<file path="src/rtl/slfp_pkg.sv">
// Package for the sync/length/type frame parser.
// Parse phases, result kinds and the result beat record. No dependencies.
package slfp_pkg;

    localparam logic [15:0] SYNC_WORD_RESET = 16'h5AA5;
    localparam int          RQ_DEPTH        = 4;
    localparam int          RQ_AW           = 2;

    typedef enum logic [2:0] {
        PH_SYNC0   = 3'd0,
        PH_SYNC1   = 3'd1,
        PH_LEN0    = 3'd2,
        PH_LEN1    = 3'd3,
        PH_TYPE    = 3'd4,
        PH_PAYLOAD = 3'd5,
        PH_IGNORE  = 3'd6
    } t_phase;

    typedef enum logic [2:0] {
        KIND_PAYLOAD  = 3'd0,
        KIND_ACCEPT   = 3'd1,
        KIND_BADSYNC  = 3'd2,
        KIND_HDRTRUNC = 3'd3,
        KIND_PAYTRUNC = 3'd4
    } t_kind;

    typedef struct packed {
        t_kind       kind;
        logic [7:0]  payload_byte;
        logic [7:0]  packet_type;
        logic [15:0] packet_length;
        logic        last;
    } t_result;

    // Up to two result beats caused by one input beat.
    typedef struct packed {
        logic [1:0] count;
        t_result    res0;
        t_result    res1;
    } t_step;

endpackage

</file>
<file path="src/rtl/sync_length_type_frame_parser_core.sv">
// Top level of the sync/length/type frame parser.
// Depends on slfp_pkg, slfp_parse and slfp_resq.
//
//  channel | direction | handshake                 | beat
//  --------+-----------+---------------------------+--------------------------------
//  in      | in        | i_in_valid / o_in_stall   | i_rx_byte, i_end_of_buffer
//  out     | out       | o_out_valid / i_out_stall | o_kind, o_payload_byte,
//          |           |                           | o_packet_type, o_packet_length,
//          |           |                           | o_last
//  cfg     | in        | i_cfg_valid / o_cfg_ready | i_sync_word
//
//  One input byte per cycle while o_in_stall is low; its results enter the result queue
//  on acceptance. Results leave one per cycle from a 4-entry queue while i_out_stall is
//  low, and a byte that makes two results (last or truncated payload byte) takes two entries.
//  o_in_stall rises when fewer than two queue entries are free.
//  Synchronous active-low reset; sync word resets to 0x5AA5; cfg is always ready.
module sync_length_type_frame_parser_core import slfp_pkg::*; (
    input  logic        i_clk,
    input  logic        i_rst_n,
    input  logic        i_in_valid,
    output logic        o_in_stall,
    input  logic [7:0]  i_rx_byte,
    input  logic        i_end_of_buffer,
    output logic        o_out_valid,
    input  logic        i_out_stall,
    output logic [2:0]  o_kind,
    output logic [7:0]  o_payload_byte,
    output logic [7:0]  o_packet_type,
    output logic [15:0] o_packet_length,
    output logic        o_last,
    input  logic        i_cfg_valid,
    output logic        o_cfg_ready,
    input  logic [15:0] i_sync_word
);

    logic [15:0] r_sync_word;
    logic        in_accept;
    logic        almost_full;
    t_step       step;
    t_result     head;

    assign o_cfg_ready = 1'b1;
    assign o_in_stall  = almost_full;
    assign in_accept   = i_in_valid && !almost_full;

    always_ff @(posedge i_clk) begin
        if (!i_rst_n) begin
            r_sync_word <= SYNC_WORD_RESET;
        end else if (i_cfg_valid && o_cfg_ready) begin
            r_sync_word <= i_sync_word;
        end
    end

    slfp_parse u_parse (
        .i_clk           (i_clk),
        .i_rst_n         (i_rst_n),
        .i_accept        (in_accept),
        .i_rx_byte       (i_rx_byte),
        .i_end_of_buffer (i_end_of_buffer),
        .i_sync_word     (r_sync_word),
        .o_step          (step)
    );

    slfp_resq u_resq (
        .i_clk         (i_clk),
        .i_rst_n       (i_rst_n),
        .i_push        (in_accept),
        .i_step        (step),
        .i_out_stall   (i_out_stall),
        .o_out_valid   (o_out_valid),
        .o_head        (head),
        .o_almost_full (almost_full)
    );

    assign o_kind          = head.kind;
    assign o_payload_byte  = head.payload_byte;
    assign o_packet_type   = head.packet_type;
    assign o_packet_length = head.packet_length;
    assign o_last          = head.last;

endmodule

</file>
<file path="src/rtl/slfp_parse.sv">
// Frame parser state machine: one input beat per cycle while i_accept is high, up to two results.
// Depends on slfp_pkg.
module slfp_parse import slfp_pkg::*; (
    input  logic        i_clk,
    input  logic        i_rst_n,
    input  logic        i_accept,
    input  logic [7:0]  i_rx_byte,
    input  logic        i_end_of_buffer,
    input  logic [15:0] i_sync_word,
    output t_step       o_step
);

    t_phase      r_phase, n_phase;
    logic [7:0]  r_sync_low;
    logic [15:0] r_length;
    logic [7:0]  r_type;
    logic [15:0] r_remaining;

    logic        bad_sync;
    logic        len_zero;
    logic [15:0] rem_dec;
    logic        rem_zero;

    function automatic t_result mk_result(t_kind kind, logic [7:0] pbyte, logic hdr,
                                          logic [7:0] typ, logic [15:0] len,
                                          logic last);
        t_result r;
        r.kind          = kind;
        r.payload_byte  = pbyte;
        r.packet_type   = hdr ? typ : 8'd0;
        r.packet_length = hdr ? len : 16'd0;
        r.last          = last;
        return r;
    endfunction

    assign bad_sync = (r_sync_low != i_sync_word[7:0]) || (i_rx_byte != i_sync_word[15:8]);
    assign len_zero = (r_length == 16'd0);
    assign rem_dec  = r_remaining - 16'd1;
    assign rem_zero = (rem_dec == 16'd0);

    always_comb begin
        n_phase = r_phase;
        unique case (r_phase)
            PH_SYNC0: begin
                n_phase = i_end_of_buffer ? PH_SYNC0 : PH_SYNC1;
            end
            PH_SYNC1: begin
                if (i_end_of_buffer) begin
                    n_phase = PH_SYNC0;
                end else begin
                    n_phase = bad_sync ? PH_IGNORE : PH_LEN0;
                end
            end
            PH_LEN0: begin
                n_phase = i_end_of_buffer ? PH_SYNC0 : PH_LEN1;
            end
            PH_LEN1: begin
                n_phase = i_end_of_buffer ? PH_SYNC0 : PH_TYPE;
            end
            PH_TYPE: begin
                if (i_end_of_buffer) begin
                    n_phase = PH_SYNC0;
                end else begin
                    n_phase = len_zero ? PH_IGNORE : PH_PAYLOAD;
                end
            end
            PH_PAYLOAD: begin
                if (i_end_of_buffer) begin
                    n_phase = PH_SYNC0;
                end else begin
                    n_phase = rem_zero ? PH_IGNORE : PH_PAYLOAD;
                end
            end
            PH_IGNORE: begin
                n_phase = i_end_of_buffer ? PH_SYNC0 : PH_IGNORE;
            end
            default: begin
                n_phase = PH_SYNC0;
            end
        endcase
    end

    always_comb begin
        o_step       = '0;
        o_step.count = 2'd0;
        unique case (r_phase)
            PH_SYNC0, PH_LEN0, PH_LEN1: begin
                if (i_end_of_buffer) begin
                    o_step.count = 2'd1;
                    o_step.res0  = mk_result(KIND_HDRTRUNC, 8'd0, 1'b0, r_type, r_length, 1'b1);
                end
            end
            PH_SYNC1: begin
                if (bad_sync) begin
                    o_step.count = 2'd1;
                    o_step.res0  = mk_result(KIND_BADSYNC, 8'd0, 1'b0, r_type, r_length, 1'b1);
                end else if (i_end_of_buffer) begin
                    o_step.count = 2'd1;
                    o_step.res0  = mk_result(KIND_HDRTRUNC, 8'd0, 1'b0, r_type, r_length, 1'b1);
                end
            end
            PH_TYPE: begin
                if (len_zero) begin
                    o_step.count = 2'd1;
                    o_step.res0  = mk_result(KIND_ACCEPT, 8'd0, 1'b1, i_rx_byte, r_length,
                                             1'b1);
                end else if (i_end_of_buffer) begin
                    o_step.count = 2'd1;
                    o_step.res0  = mk_result(KIND_PAYTRUNC, 8'd0, 1'b1, i_rx_byte, r_length,
                                             1'b1);
                end
            end
            PH_PAYLOAD: begin
                if (rem_zero || i_end_of_buffer) begin
                    o_step.count = 2'd2;
                    o_step.res0  = mk_result(KIND_PAYLOAD, i_rx_byte, 1'b1, r_type, r_length,
                                             1'b0);
                    o_step.res1  = mk_result(rem_zero ? KIND_ACCEPT : KIND_PAYTRUNC, 8'd0,
                                             1'b1, r_type, r_length, 1'b1);
                end else begin
                    o_step.count = 2'd1;
                    o_step.res0  = mk_result(KIND_PAYLOAD, i_rx_byte, 1'b1, r_type, r_length,
                                             1'b1);
                end
            end
            default: begin
                o_step.count = 2'd0;
            end
        endcase
    end

    always_ff @(posedge i_clk) begin
        if (!i_rst_n) begin
            r_phase     <= PH_SYNC0;
            r_sync_low  <= 8'd0;
            r_length    <= 16'd0;
            r_type      <= 8'd0;
            r_remaining <= 16'd0;
        end else if (i_accept) begin
            r_phase <= n_phase;
            unique case (r_phase)
                PH_SYNC0:   r_sync_low      <= i_rx_byte;
                PH_LEN0:    r_length        <= {8'd0, i_rx_byte};
                PH_LEN1:    r_length[15:8]  <= i_rx_byte;
                PH_TYPE: begin
                    r_type      <= i_rx_byte;
                    r_remaining <= r_length;
                end
                PH_PAYLOAD: r_remaining     <= rem_dec;
                default:    r_remaining     <= r_remaining;
            endcase
        end
    end

endmodule

</file>
<file path="src/rtl/slfp_resq.sv">
// Result queue: takes up to two result beats per cycle, delivers one per cycle while i_out_stall is low.
// Depends on slfp_pkg.
module slfp_resq import slfp_pkg::*; (
    input  logic    i_clk,
    input  logic    i_rst_n,
    input  logic    i_push,
    input  t_step   i_step,
    input  logic    i_out_stall,
    output logic    o_out_valid,
    output t_result o_head,
    output logic    o_almost_full
);

    t_result          r_mem [RQ_DEPTH];
    logic [RQ_AW-1:0] r_wr, r_rd;
    logic [RQ_AW:0]   r_cnt;
    logic [1:0]       push_n;
    logic             pop;
    logic [RQ_AW-1:0] wr_next;

    assign push_n        = i_push ? i_step.count : 2'd0;
    assign pop           = (r_cnt != '0) && !i_out_stall;
    assign wr_next       = r_wr + RQ_AW'(1);
    assign o_out_valid   = (r_cnt != '0);
    assign o_head        = r_mem[r_rd];
    assign o_almost_full = (r_cnt > (RQ_AW+1)'(RQ_DEPTH - 2));

    always_ff @(posedge i_clk) begin
        if (push_n != 2'd0) begin
            r_mem[r_wr] <= i_step.res0;
        end
        if (push_n == 2'd2) begin
            r_mem[wr_next] <= i_step.res1;
        end
    end

    always_ff @(posedge i_clk) begin
        if (!i_rst_n) begin
            r_wr  <= '0;
            r_rd  <= '0;
            r_cnt <= '0;
        end else begin
            r_wr  <= r_wr + RQ_AW'(push_n);
            r_rd  <= r_rd + RQ_AW'(pop);
            r_cnt <= r_cnt + (RQ_AW+1)'(push_n) - (RQ_AW+1)'(pop);
        end
    end

endmodule

</file>
<file path="config.mk">
export PLATFORM = sky130hd
export DESIGN_NAME = sync_length_type_frame_parser_core
export DESIGN_NICKNAME = d
export VERILOG_FILES = /design/src/rtl/slfp_pkg.sv /design/src/rtl/sync_length_type_frame_parser_core.sv /design/src/rtl/slfp_parse.sv /design/src/rtl/slfp_resq.sv
export SDC_FILE = /design/constraint.sdc
export NUM_CORES = 1
export LEC_CHECK = 0
export BUFFER_PORTS_ARGS = -buffer_cell sky130_fd_sc_hd__buf_4
export CAP_MARGIN = 30
export CORE_MARGIN = 4
export CORE_UTILIZATION = 30
export CTS_BUF_LIST = sky130_fd_sc_hd__clkbuf_8
export CTS_CLUSTER_SIZE = 12
export DETAILED_ROUTE_END_ITERATION = 6
export PLACE_DENSITY = 0.47
export SLEW_MARGIN = 20
export SYNTH_ARGS = -nofsm -noshare
export SYNTH_HDL_FRONTEND = slang
export SYNTH_HIERARCHICAL = 1
export SYNTH_SLANG_ARGS = --single-unit
</file>
<file path="constraint.sdc">
create_clock -name i_clk -period 10.95 [get_ports i_clk]
set_input_delay 1.6425 -clock i_clk [delete_from_list [all_inputs] [get_ports i_clk]]
set_output_delay 1.6425 -clock i_clk [all_outputs]
set_load 0.005 [all_outputs]
</file>
======== Word level (Yosys, flattened, before mapping) ========
Memory sizes are Yosys's and may differ from the RTL's. A register that Yosys moved wholly into a read port is not among the register bits.
Cells that the tools add are included.
storage, ports and cells
  bits in registers ....................... 74
  RAM bits ................................ 144
  input port bits ......................... 30
  output and inout bits ................... 39
  word-level logic and storage cells ...... 75
  memories ................................ 1
memories
  memory        words  bits a word  read ports  clocked after Yosys merged registers in  write ports  RTL line         text
  u_resq.r_mem  4      36           1           1                                        2            slfp_resq.sv:14  t_result r_mem [RQ_DEPTH];
operators by class
  add/subtract/negate cells ............... 6
  $lt $le $gt $ge ......................... 1
  equal/unequal tests ..................... 9
  mux-type cells .......................... 29
  reduce and logical (&&, ||, !) cells .... 19
operators with widths
  cell                     number
  $mux W37                 4
  $pmux W36 S4             1
  $mux W36                 2
  $mux W38                 1
  $logic_not A16 Y1        2
  $pmux W16 S2             1
  $mux W3                  7
  $pmux W3 S7              1
  $ne A8 B8 Y1             2
  $pmux W8 S2              1
  $sub A16 B1 Y16 const B  1
  $mux W2                  5
  $reduce_and A2 Y1        5
  $eq A3 B3 Y1 const B     3
  $pmux W2 S4              1
  $eq A3 B2 Y1 const B     2
  $reduce_bool A2 Y1       3
  $mux W1                  5
  $add A3 B2 Y3            1
  $eq A3 B1 Y1 const B     1
  $gt A3 B2 Y1 const B     1
  $logic_not A3 Y1         1
  $reduce_bool A3 Y1       1
  $reduce_or A3 Y1         1
  8 further kinds          11

======== Logic depth before layout (Yosys ltp) ========
Gate-level depths: netlist of run 1.
  word-level depth ........................ 9
  gate-level depth with buffers ........... 19

======== By module ========
The synthesis of run 1 kept the hierarchy.
modules (own cells, without submodules)
  module                              times used  cells each  area each (um^2)  seq. area each (um^2)
  slfp_resq                           1           402         7539.7            4464.3
  slfp_parse                          1           484         3477.1            1021.0
  sync_length_type_frame_parser_core  1           54          613.1             320.3

======== Worst setup path before layout of run 1 ========
No wires, ideal clock.
  kind .................................... in2reg
  start point ............................. input i_rx_byte[6]
  end point ............................... memory u_resq/r_mem[1][0] (netlist name) (enable)
  library setup time ...................... 429 ps
  data arrival time ....................... 4699 ps
  path slack .............................. 5822 ps
  stages .................................. 10
  path buffers ............................ 1
  cell sequence ........................... xor2_1 > nor4_1 > nand4_1 > a21oi_1 > nor2_1 > a211o_1 > buf_4 > mux2_2 > nand2_1 > nor2_1
RTL lines
  item                RTL line                                  text
  start: declaration  sync_length_type_frame_parser_core.sv:22  input logic [7:0] i_rx_byte,
  end: declaration    slfp_resq.sv:14

==> results of run 1 <==
[worst max-delay path, cell delays in order (launching register included)]
cell	delay, ns
dfxtp_1	0.38
inv_1	0.11
ha_1	0.32
nor4b_4	0.48
nand4_1	0.20
xnor2_1	0.17
or2_0	0.24
o21a_1	0.19
buf_4	0.26
a211o_1	0.45
nand3b_4	0.24
nor3b_2	0.57
buf_4	0.55
mux2_2	0.39
[metrics by stage]
step                power, µW  cells
floorplan                1190    948
global placement         1360   1469
detailed placement       1360   1470
CTS                      2090   1537
global route             2150   1539
finish                   2040   1539
[metal layers]
layer	vias to the layer above	track usage [%]
met5	-	0
met4	0	3.64
met3	48	2.55
met2	165	24.5
met1	3751	20.9
li1	3587	-
[worst min path at each step]
stage	from	end	slack, ns	cells after the start
2_1_floorplan	u_parse/r_sync_low[0]	u_parse/r_sync_low[0]	0.46	2
3_3_place_gp	u_parse/r_sync_low[1]	u_parse/r_sync_low[1]	0.46	2
3_5_place_dp	u_parse/r_sync_low[3]	u_parse/r_sync_low[3]	0.47	2
4_1_cts	u_parse/r_sync_low[3]	u_parse/r_sync_low[3]	0.48	2
5_1_grt	u_parse/r_sync_low[1]	u_parse/r_sync_low[1]	0.50	2
6_report	u_parse/r_sync_low[1]	u_parse/r_sync_low[1]	0.48	2
[registers in the layout, indices dropped and copies added, names as in the netlist]
signal and count:
r_sync_word 16, u_parse/r_length 16, u_parse/r_phase 3, u_parse/r_remaining 16, u_parse/r_sync_low 8, u_parse/r_type 8
u_resq/r_cnt 3, u_resq/r_mem 144, u_resq/r_rd 2, u_resq/r_wr 2
[report_power, final]
group | internal [µW] | switching (µW) | total [µW] | leakage (µW)
Clock | 370 | 342 | 711 | 0.000413
Combinational | 193 | 197 | 390 | 0.00259
Sequential | 922 | 21.0 | 943 | 0.00200
Total | 1480 | 559 | 2040 | 0.00500
[area by class of cell]
type                            count  area, µm²
Antenna cell                        1       2.50
Clock buffer                       41        564
Clock inverter                     26        145
Fill cell                        3771      24700
Inverter                           12       45.0
Multi-Input combinational cell    645       5370
Sequential cell                   218       5810
Tap cell                          511        639
Timing Repair Buffer               85        639
[cells by family after synthesis]
logic type               after synthesis
AO/OA/AOI/OAI                        114
XOR/XNOR                              27
adder cells (fa/ha/maj)                6
buffers and inverters                 85
flip-flops                           218
multiplexers                         205
other                                  2
AND/OR/NAND/NOR                      283
[layout by cell type, fill, tap and decap left out, drive strengths merged, types with 28 or more instances in the layout]
cell    count
a21boi     33
buf        85
clkbuf     41
dfxtp      74
edfxtp    144
inv        28
mux2      145
mux4       36
nand2      99
nor2       52
o21ai      32
==> flow_metrics.env, run 1 <==
export IMPL_ff2ff_setup_slack_ns=6.12
export IMPL_hold_ws_ns=0.477
export IMPL_synth_compound_area_share_pct=6.35
export IMPL_synth_mux_area_share_pct=24.0
export IMPL_ys_ff_latch=218
export IMPL_synth_distinct_cells=68
export IMPL_synth_area_per_cell_um2=12.4
export IMPL_p_leak_uw=0.00500
export IMPL_synthArstFlopShare_pct=0
export IMPL_cp_arrival_ns=5.12
export IMPL_wl_met2_um=14900
export IMPL_top_layer_used="met4"
export IMPL_synth_top_family_by_area="multiplexers"
export IMPL_synth_edff_count=144
export IMPL_die_w_um=205
export IMPL_synth_ff_type="edfxtp_1"
export IMPL_seq_area_frac_synth_pct=49.9
export IMPL_die_h_um=205
export IMPL_period_minus_slack_ns=4.83
export IMPL_maxCapViolations=0
export IMPL_ios=69
export IMPL_worst_slew_pin_slew_ns=0.968
export IMPL_synthesis_area_mm2=0.0116
export IMPL_cts_setup_buffers=0
export IMPL_yosys_area_share_simple_pct=12.5
export IMPL_routed_wl_um=31800
export IMPL_critPathLaunch="u_parse/r_remaining[0]"
export IMPL_grt_pass1_vias=7766
export IMPL_fin_area_mm2=0.0132
export IMPL_final_util_pct=34.8
export IMPL_max_slew_margin_pct=35.1
export IMPL_path_class="reg2reg"
export IMPL_rows=71
export IMPL_cts_buffers=40
export IMPL_overflow=0
export IMPL_reg2reg_from="u_parse/r_remaining[0]"
export IMPL_fmax_ghz=0.207
export IMPL_synth_top_area_share_pct=37.2
export IMPL_nets=1038
export IMPL_status="finished clean"
export IMPL_critPathLaunchType="flip-flop"
export IMPL_drc=0
export IMPL_place_hpwl_um=19100
export IMPL_grt_use_total_pct=15.0
export IMPL_clkTransAtPathRegs_ns=0.06
export IMPL_gp_congestion=0.790
export IMPL_setup_tns_ns=0
export IMPL_synth_most_common_cell="edfxtp_1"
export IMPL_cp_max_fo=30
export IMPL_viasPerCell=4.91
export IMPL_synth_xor_area_share_pct=2.03
export IMPL_route_antenna_remaining_nets=0
export IMPL_grt_pass1_wl_um=48600
export IMPL_vias=7551
export IMPL_r2r_cells=13
export IMPL_synthAdderAreaFrac_pct=0.710
export IMPL_die_area_mm2=0.0420
export IMPL_root_buffer="clkbuf_8"
export IMPL_dp_slack_ns=5.57
export IMPL_fin_crit_sh_pct=44.1
export IMPL_design_core_area_mm2=0.0379
export IMPL_setup_viol=0
export IMPL_syn2layout_area_growth_pct=13.6
export IMPL_post_dp_cell_area_mm2=0.0125
export IMPL_port_buffers=67
export IMPL_met1_length_um=15000
export IMPL_fin_skew_ns=0.0415
export IMPL_layout_drive_gt1_share_pct=32.6
export IMPL_dr_first_iter_drc_count=472
export IMPL_drv_slew=0
export IMPL_cp_end_kind="flip-flop"
export IMPL_clock_path_buffers=3
export IMPL_antenna_found_initial=1
export IMPL_cp_endpoint="u_resq/r_mem[2][20]"
export IMPL_clk_insertion_delay_late_ns=0.55
export IMPL_ctsHoldBuffers=0
export IMPL_finalHoldViolCount=0
export IMPL_rsz0062_at_grt="no"
export IMPL_p_per_area_mw_per_mm2=155
export IMPL_postSynthCellCount=940
export IMPL_critPathRequiredTime_ns=11.24
export IMPL_tritoncts="done"
export IMPL_wl_per_cell_um=20.7
export IMPL_postCtsResizedCells=0
export IMPL_synth_commonest_cells="144 x edfxtp_1, 114 x mux2_2, 99 x nand2_1"
export IMPL_cts_htree_levels=2
export IMPL_hp_class="reg2reg"
export IMPL_grt_max_degree=75
export IMPL_met3_length_um=1300
export IMPL_reg2reg_to="u_resq/r_mem[2][20]"
export IMPL_synth_top_area_cell="edfxtp_1"
export IMPL_final_setup_worst_slack_ns=6.12
export IMPL_synth_area_top_cells="edfxtp_1 37%, dfxtp_1 13%, mux2_2 11%"
export IMPL_cts_sinks=218
export IMPL_peakVddDrop_mv=0.0624
export IMPL_dr_pass1_iters=5
export IMPL_ys_warnings_count=6
export IMPL_start_util_pct=30.7
No activity file was read; power rests on OpenSTA's default activity.
==> run 2, diff against run 1 <==
--- a/config.mk
+++ b/config.mk
@@ -12,7 +12,7 @@
 export CTS_BUF_LIST = sky130_fd_sc_hd__clkbuf_8
 export CTS_CLUSTER_SIZE = 12
 export DETAILED_ROUTE_END_ITERATION = 6
-export PLACE_DENSITY = 0.47
+export PLACE_DENSITY = 0.49
 export SLEW_MARGIN = 20
 export SYNTH_ARGS = -nofsm -noshare
 export SYNTH_HDL_FRONTEND = slang
==> constraint.sdc (replaced) <==
create_clock -name i_clk -period 4.1 [get_ports i_clk]
set_input_delay 0.615 -clock i_clk [delete_from_list [all_inputs] [get_ports i_clk]]
set_output_delay 0.615 -clock i_clk [all_outputs]
set_load 0.005 [all_outputs]
==> run 2 against run 1 <==
  * Combinational power rose to 2.6 times the previous value
  * Die area did not move
  * Hold slack worse by 0.19 ns
  * Sequential power rose to 2.7 times the previous value
  * Clock power rose to 2.7 times the previous value
  * Critical path type unchanged
==> flow_metrics.env, run 2 (same netlist as run 1, synthesis figures left out) <==
export IMPL_dp_cells=1492
export IMPL_syn2layout_area_growth_pct=16.4
export IMPL_routed_wl_um=31300
export IMPL_viasPerCell=4.81
export IMPL_p_leak_uw=0.00518
export IMPL_clkTransAtPathRegs_ns=0.06
export IMPL_power_switching_uw=1510
export IMPL_gp_congestion=0.803
export IMPL_design_core_area_mm2=0.0379
export IMPL_cp_arrival_ns=4.14
export IMPL_peakVddDrop_mv=0.179
export IMPL_cp_max_fo=36
export IMPL_ff2ff_setup_slack_ns=0.25
export IMPL_setup_viol=0
export IMPL_switching_share_pct=27.4
export IMPL_total_power_uw=5530
export IMPL_rsz0062_at_grt="no"
export IMPL_stdcell_count=1570
export IMPL_overflow=0
export IMPL_reg2reg_to="u_resq/r_mem[3][20]"
export IMPL_slowest_stage="or3b_2"
export IMPL_grt_pass1_wl_um=48000
export IMPL_cts_htree_levels=2
export IMPL_regMostFlops="u_resq/r_mem"
export IMPL_layout_drive_gt1_share_pct=34.5
export IMPL_reg2reg_from="u_parse/r_remaining[0]"
export IMPL_path_depth=13
export IMPL_worst_slew_pin_slew_ns=0.895
export IMPL_die_h_um=205
export IMPL_route_antenna_remaining_nets=0
export IMPL_wl_per_cell_um=19.9
export IMPL_fin_crit_sh_pct=93.9
export IMPL_status="finished clean"
export IMPL_crit_buf_inv=3
export IMPL_nets=1062
export IMPL_fin_skew_ns=0.0127
export IMPL_period_minus_slack_ns=3.85
export IMPL_critPathLaunch="u_parse/r_remaining[0]"
export IMPL_place_hpwl_um=19400
export IMPL_seq_power_share_pct=46.4
export IMPL_cp_endpoint="u_resq/r_mem[3][20]"
export IMPL_die_area_mm2=0.0420
export IMPL_fmax_ghz=0.260
export IMPL_vias=7547
export IMPL_p_per_area_mw_per_mm2=408
export IMPL_clkPwrFrac_pct=35.1
export IMPL_hp_class="in2reg"
export IMPL_die_w_um=205
export IMPL_layout_common_cells="144 x edfxtp_1, 114 x mux2_2, 99 x nand2_1"
export IMPL_root_buffer="clkbuf_8"
export IMPL_path_class="reg2reg"
export IMPL_path_delay_family="simple AND/OR/NAND/NOR gates"
export IMPL_max_slew_margin_pct=39.9
export IMPL_rows=71
export IMPL_final_common_cell="edfxtp_1"
export IMPL_maxCapViolations=0
export IMPL_ios=69
export IMPL_r2r_cells=13
export IMPL_cts_buffers=41
export IMPL_dr_pass1_iters=5
export IMPL_fin_area_mm2=0.0135
export IMPL_grt_pass1_vias=7832
export IMPL_cp_end_kind="flip-flop"
export IMPL_dr_first_iter_drc_count=488
export IMPL_diodes=0
export IMPL_largest_reg_flops=144
export IMPL_clk_insertion_delay_late_ns=0.55
export IMPL_grt_use_total_pct=14.8
export IMPL_cp_slowest_stage_delay_ns=0.51
export IMPL_critPathLaunchType="flip-flop"
export IMPL_hold_ws_ns=0.289
export IMPL_critPathRequiredTime_ns=4.39
export IMPL_grt_max_degree=75
export IMPL_cp_cell_sequence="inv_1, ha_1, nor4b_4, nand4_1, xnor2_1, or2_0, o21a_1, a211o_1, buf_4, nand3b_4, or3b_2, buf_12, mux2_4"
export IMPL_start_util_pct=30.7
export IMPL_tritoncts="done"
export IMPL_setup_tns_ns=0
export IMPL_ctsHoldBuffers=0
export IMPL_combPwrFrac_pct=18.5
export IMPL_p_int_uw=4010
export IMPL_finalHoldViolCount=0
export IMPL_post_dp_cell_area_mm2=0.0128
export IMPL_cts_sinks=218
export IMPL_clock_path_buffers=3
export IMPL_drv_slew=0
export IMPL_port_buffers=67
export IMPL_drc=0
export IMPL_antenna_found_initial=0
==> run 2: cell count changes in the layout (fill, tap and decap cells not counted), moves of 3 or more <==
cell / previous run / this run
clkbuf_8: 41 / 45
buf_4: 83 / 98
clkinv_1: 5 / 8
buf_12: 0 / 9
clkinv_2: 1 / 6
==> run 2: layout make-up <==
cell class	instances	area, µm²
clock buffer	45	619
timing repair buffer	108	921
multi-input combinational	645	5380
fill	3772	24400
clock inverter	31	128
sequential	218	5810
tap	511	639
inverter	12	45.0
==> run 2: worst min path at each step <==
| stage | startpoint | to | slack (ns) | cells after the start |
|---|---|---|---|---|
| CTS | i_sync_word[9] | r_sync_word[9] | 0.24 | 3 |
| global placement | u_parse/r_sync_low[0] | u_parse/r_sync_low[0] | 0.46 | 2 |
| detailed placement | u_parse/r_sync_low[0] | u_parse/r_sync_low[0] | 0.48 | 2 |
| finish | i_sync_word[9] | r_sync_word[9] | 0.29 | 3 |
| global route | i_sync_word[2] | r_sync_word[2] | 0.26 | 3 |
| floorplan | u_parse/r_sync_low[0] | u_parse/r_sync_low[0] | 0.46 | 2 |
==> run 2: worst reg2reg max path, delay by kind of cell, from the launching register on <==
| kind | cells | cell delay, ns |
|---|---|---|
| adders and majority gates | 1 | 0.19 |
| xor gates and xnor gates | 1 | 0.17 |
| buffers and inverters | 3 | 0.48 |
| DFF | 1 | 0.31 |
| and+or+nand+nor | 5 | 1.53 |
| muxes | 1 | 0.38 |
| AOI/OAI and AO/OA | 2 | 0.55 |
==> run 2: layer usage <==
metal | GRT usage, % | vias to the layer above | share of wire (%)
li1 | - | 3635 | -
met1 | 20.3 | 3724 | 47
met2 | 23.9 | 137 | 47
met3 | 2.61 | 51 | 3.8
met4 | 4.47 | 0 | 2.3
met5 | 0 | - | 0
==> run 2: through the flow <==
step           setup slack (ns)  utilization (%)
4_1_cts                   0.244             35.6
2_1_floorplan            0.0552                -
5_1_grt                  0.0511             35.7
6_report                  0.250             35.7
3_3_place_gp              0.204             33.6
3_5_place_dp              0.231             33.7
==> run 2: what timing repair did <==
action / 4_1_cts / 5_1_grt
gates resized for setup: 0 / 2
setup buffers: 0 / 1
setup endpoints to repair: 0 / 1
==> run 2: power by group through the flow <==
| stage | logic, µW | registers (µW) | clock network, µW |
|---|---|---|---|
| floorplan | 636 | 2540 | 0 |
| global placement | 1030 | 2630 | 0 |
| detailed placement | 1050 | 2620 | 0 |
| CTS | 1050 | 2570 | 2020 |
| global route | 1120 | 2580 | 2120 |
| finish | 1020 | 2570 | 1940 |
